## src/hdl/kmbfs_pkg.sv

```systemverilog
// Package: payload structs, controller/datapath command and status types, sizes.
`default_nettype none
package kmbfs_pkg;

	localparam int ROWS = 64;
	localparam int ROW_AW = 6;
	localparam int CNT_W = 12;
	localparam logic [CNT_W-1:0] COUNT_MAX = 12'hFFF;

	typedef struct packed {
		logic [5:0] start_col;
		logic [5:0] start_row;
		logic [5:0] goal_col;
		logic [5:0] goal_row;
	} in_t;

	typedef struct packed {
		logic [11:0] move_count;
		logic        found;
		logic        off_board;
	} out_t;

	typedef struct packed {
		logic load;
		logic sweep_go;
		logic out_load;
	} cmd_t;

	typedef struct packed {
		logic off;
		logic any;
		logic hit;
		logic sweep_done;
	} status_t;

endpackage
`default_nettype wire

```

## src/hdl/kmbfs_ctrl.sv

```systemverilog
// Controller state machine: query intake, level loop and result hand-off.
`default_nettype none
module kmbfs_ctrl (
	input  wire logic              clk,
	input  wire logic              arst_n,
	input  wire logic              in_valid,
	output logic                   in_ready,
	output logic                   out_valid,
	input  wire logic              out_ready,
	input  wire kmbfs_pkg::status_t sts,
	output kmbfs_pkg::cmd_t        cmd
);
	import kmbfs_pkg::*;

	localparam logic [1:0] ST_IDLE  = 2'd0;
	localparam logic [1:0] ST_CHECK = 2'd1;
	localparam logic [1:0] ST_SWEEP = 2'd2;

	logic [1:0] state_q;
	logic [1:0] state_d;
	logic       out_valid_q;
	logic       out_free;
	logic       finish;

	assign in_ready  = (state_q == ST_IDLE);
	assign out_valid = out_valid_q;
	assign out_free  = !out_valid_q || out_ready;
	assign finish    = sts.off || sts.hit || !sts.any;

	always_comb begin
		state_d = state_q;
		cmd = '0;
		case (state_q)
			ST_IDLE: begin
				if (in_valid) begin
					cmd.load = 1'b1;
					state_d = ST_CHECK;
				end
			end
			ST_CHECK: begin
				if (finish) begin
					if (out_free) begin
						cmd.out_load = 1'b1;
						state_d = ST_IDLE;
					end
				end else begin
					cmd.sweep_go = 1'b1;
					state_d = ST_SWEEP;
				end
			end
			ST_SWEEP: begin
				if (sts.sweep_done) state_d = ST_CHECK;
			end
			default: state_d = ST_IDLE;
		endcase
	end

	always_ff @(posedge clk or negedge arst_n) begin
		if (!arst_n) begin
			state_q <= ST_IDLE;
			out_valid_q <= 1'b0;
		end else begin
			state_q <= state_d;
			if (cmd.out_load) out_valid_q <= 1'b1;
			else if (out_ready) out_valid_q <= 1'b0;
		end
	end

endmodule
`default_nettype wire

```

## config.mk

```make
export PLATFORM = sky130hd
export DESIGN_NAME = kmbfs_ctrl
export DESIGN_NICKNAME = d
export VERILOG_FILES = /design/src/hdl/kmbfs_pkg.sv /design/src/hdl/kmbfs_ctrl.sv
export SDC_FILE = /design/constraint.sdc
export NUM_CORES = 1
export LEC_CHECK = 0
export ABC_CLOCK_PERIOD_IN_PS = 2270
export BUFFER_PORTS_ARGS = -buffer_cell sky130_fd_sc_hd__buf_2
export CORE_AREA = 2 2 39 41
export CTS_CLUSTER_SIZE = 24
export DETAILED_ROUTE_END_ITERATION = 6
export DIE_AREA = 0 0 41 43
export PLACE_DENSITY_LB_ADDON = 0.15
export SLEW_MARGIN = 25
export SYNTH_ARGS = -nofsm -noshare
export SYNTH_HDL_FRONTEND = slang
export SYNTH_SLANG_ARGS = --single-unit
export TNS_END_PERCENT = 30
```

## constraint.sdc

```tcl
create_clock -name clk -period 2.27 [get_ports clk]
set_input_delay 0.454 -clock clk [delete_from_list [all_inputs] [get_ports clk]]
set_output_delay 0.454 -clock clk [all_outputs]
set_load 0.05 [all_outputs]
```

==> impl_metrics.toml <==
[setup_path]
cp-start-kind = "register"
cp_cell_sequence = "nand2b_1, nor3b_2, buf_2"
r2r_slack_ns = 1.30
slowest_stage = "dfrtp_1"
worstSetupEndpointType = "primary output"
startpoint = "state_q[1]$_DFFE_PN0P_"
crit_fanout = 5
cp.required_ns = 1.82
r2r-start = "state_q[1]$_DFFE_PN0P_"
ff2ff_path_depth = 2
worst-setup-path-type = "register to primary output"
cp_data_arrival_time_ns = 1.34
cp_slowest_stage_delay_ns = 0.40
cp-endpoint = "cmd[0]"
r2r_end = "state_q[0]$_DFFE_PN0P_"

[timing]
setup_viol = 0
clock_skew_ns = 0.000183
final-max-slew-violation-count = 0
fmax_mhz = 558
rsz0062_at_grt = "false"
holdWs_ns = 0.409
fin_tns_setup_ns = 0
layout_setup_ws_ns = 0.479
period_needed_ns = 1.79
hold_violations = 0
post-route-period-util = 0.789
slew_headroom = 0.711
max_slew.worst_pin.slew_ns = 0.433

[hold_path]
whs_path_depth = 2
min-delay-path-class = "input pin to register"
min_from = "sts[0]"

[cts]
post_cts_buffers = 0
clock-sinks = 3
clockBufferDepth = 2
clkTransAtPathRegs_ns = 0.04
numCtsBuffers = 3
cts_tree = "built"
clk_latency_ns = 0.23
clockRootBuffer = "clkbuf_4"
htree_num_levels = 1

[global_route]
use_met2 = 0.0781
first_global_vias = 188
top_usage_layer = "met4"
grtUsageTotal = 0.0714
grt_pass1_wl_um = 765
overflow = 0
antenna_found_initial = 0
grtUsageMet3 = 0.0314
globalRouteMet1Util = 0.0809
grt_max_degree = 6

[yosys]
synthCells = 17
ys_types = 11
synth-seq-cells = 3
ys.warnings.count = 0
synth_top_family_by_area = "simple AND/OR/NAND/NOR gates"
synth_compound_area_frac = 0.119
synth-simple-area-share = 0.333
synth.avg_cell_area_um2 = 9.94
syn_area_um2 = 169
synth_nets = 25
ys_seq_area_frac = 0.444
yosys.area_share.xor_xnor = 0
synth_mux_area_frac = 0.0593
synth-adder-area-share = 0

[final_layout]
seqCellArea_um2 = 75.1
drive_above_1_share = 0.485
fill_cells = 162
multiInputGateArea_um2 = 91.3
diodes = 0
num-nets-final = 42
final_util = 0.204
area_growth_pct = 67.4
design_area_um2 = 283

[route]
avgRoutedWirePerCell_um = 8.51
drc = 0
drt_pass1_iterations = 3
drtIter0Drc = 5
finalWirelength_um = 417
via_per_inst = 3.63
ant_nets = 0
num_vias = 178

[power_and_ir_drop]
ir_worst_vdd_uv = 206
p_per_area_nw_per_um2 = 981
leakage_uw = 0.000133

[floorplan]
pin_count = 13
rows = 14
start_util = 0.122
dieArea_um2 = 1760
coreArea_um2 = 1380
die_x_um = 41
die_h_um = 43

[placed_design]
dp_hpwl_um = 337
io_buffers = 12
gp_congestion = 0.671
pre_cts_slack_ns = 0.493
dpl_cell_area_um2 = 246

[outcome]
status = "finished clean"

[run]
cap_viol_max_count = 0
## worst max-delay path, delay by kind of cell (launching register included)
family / cells / cell delay (ns)
AND/OR/NAND/NOR: 2 / 0.42
flip-flops: 1 / 0.40
buffers and inverters: 1 / 0.28
## metrics by stage
step,total power (µW),std cells
floorplan,156,17
global placement,184,44
detailed placement,183,44
CTS,281,48
global route,304,49
finish,278,49
## metal layers
| layer | vias up | part of all wire |
|---|---|---|
| met5 | - | 0 |
| met4 | 0 | 0.050 |
| met3 | 2 | 0.041 |
| met2 | 7 | 0.51 |
| met1 | 78 | 0.39 |
| li1 | 91 | - |
## power by group
group	internal [µW]	total, µW	switching (µW)
clock network	66.0	94.9	29.0
logic	30.5	112	81.5
registers	63.5	70.6	7.12
## cells in the mapped netlist
cell | count | area [µm²]
and2_1 | 1 | 6.26
buf_4 | 1 | 7.51
dfrtp_1 | 3 | 75.1
mux2i_1 | 1 | 10.0
nand2b_1 | 3 | 18.8
nor2_1 | 2 | 7.51
nor3b_1 | 2 | 15.0
o21ai_0 | 1 | 5.00
o22ai_1 | 1 | 6.26
o32ai_1 | 1 | 8.76
or3b_1 | 1 | 8.76
## registers in the layout (all words and copies together), names as in the netlist
register / count
state_q: 2
out_valid: 1
## layout by cell type (no fill, tap or decap), drive strengths merged
master        n
nand2b        3
nor3b         2
nor2          2
clkbuf        4
dfrtp         3
or3b          1
buf          12
o32ai         1
and2          1
mux2i         1
o21ai         1
dlygate4sd3   1
o22ai         1
## how the worst min path moves through the flow
stage | to | slack [ns]
final | state_q[1]$_DFFE_PN0P_ | 0.41
after floorplan | out_valid$_DFFE_PN0P_ | 0.16
after detailed placement | state_q[1]$_DFFE_PN0P_ | 0.25
after CTS | state_q[1]$_DFFE_PN0P_ | 0.002
after global routing | state_q[1]$_DFFE_PN0P_ | 0.40
after global placement | state_q[1]$_DFFE_PN0P_ | 0.25
## cells by family after synthesis
logic type | count (synthesis)
compound gates | 3
simple gates | 9
flops | 3
buf+inv | 1
mux | 1
## what timing repair did
item / 4_1_cts / 5_1_grt
setup endpoints to repair: 0 / 0
hold endpoints to repair: 0 / 3
resized for setup: 0 / 0
hold buffers: 0 / 1
## area by class of cell
type	count	share of cell area
Multi-Input combinational cell	13	0.323
Timing Repair Buffer	13	0.248
Sequential cell	3	0.265
Tap cell	16	0.0708
Clock buffer	4	0.0929
(Power assumes the default switching activity.)
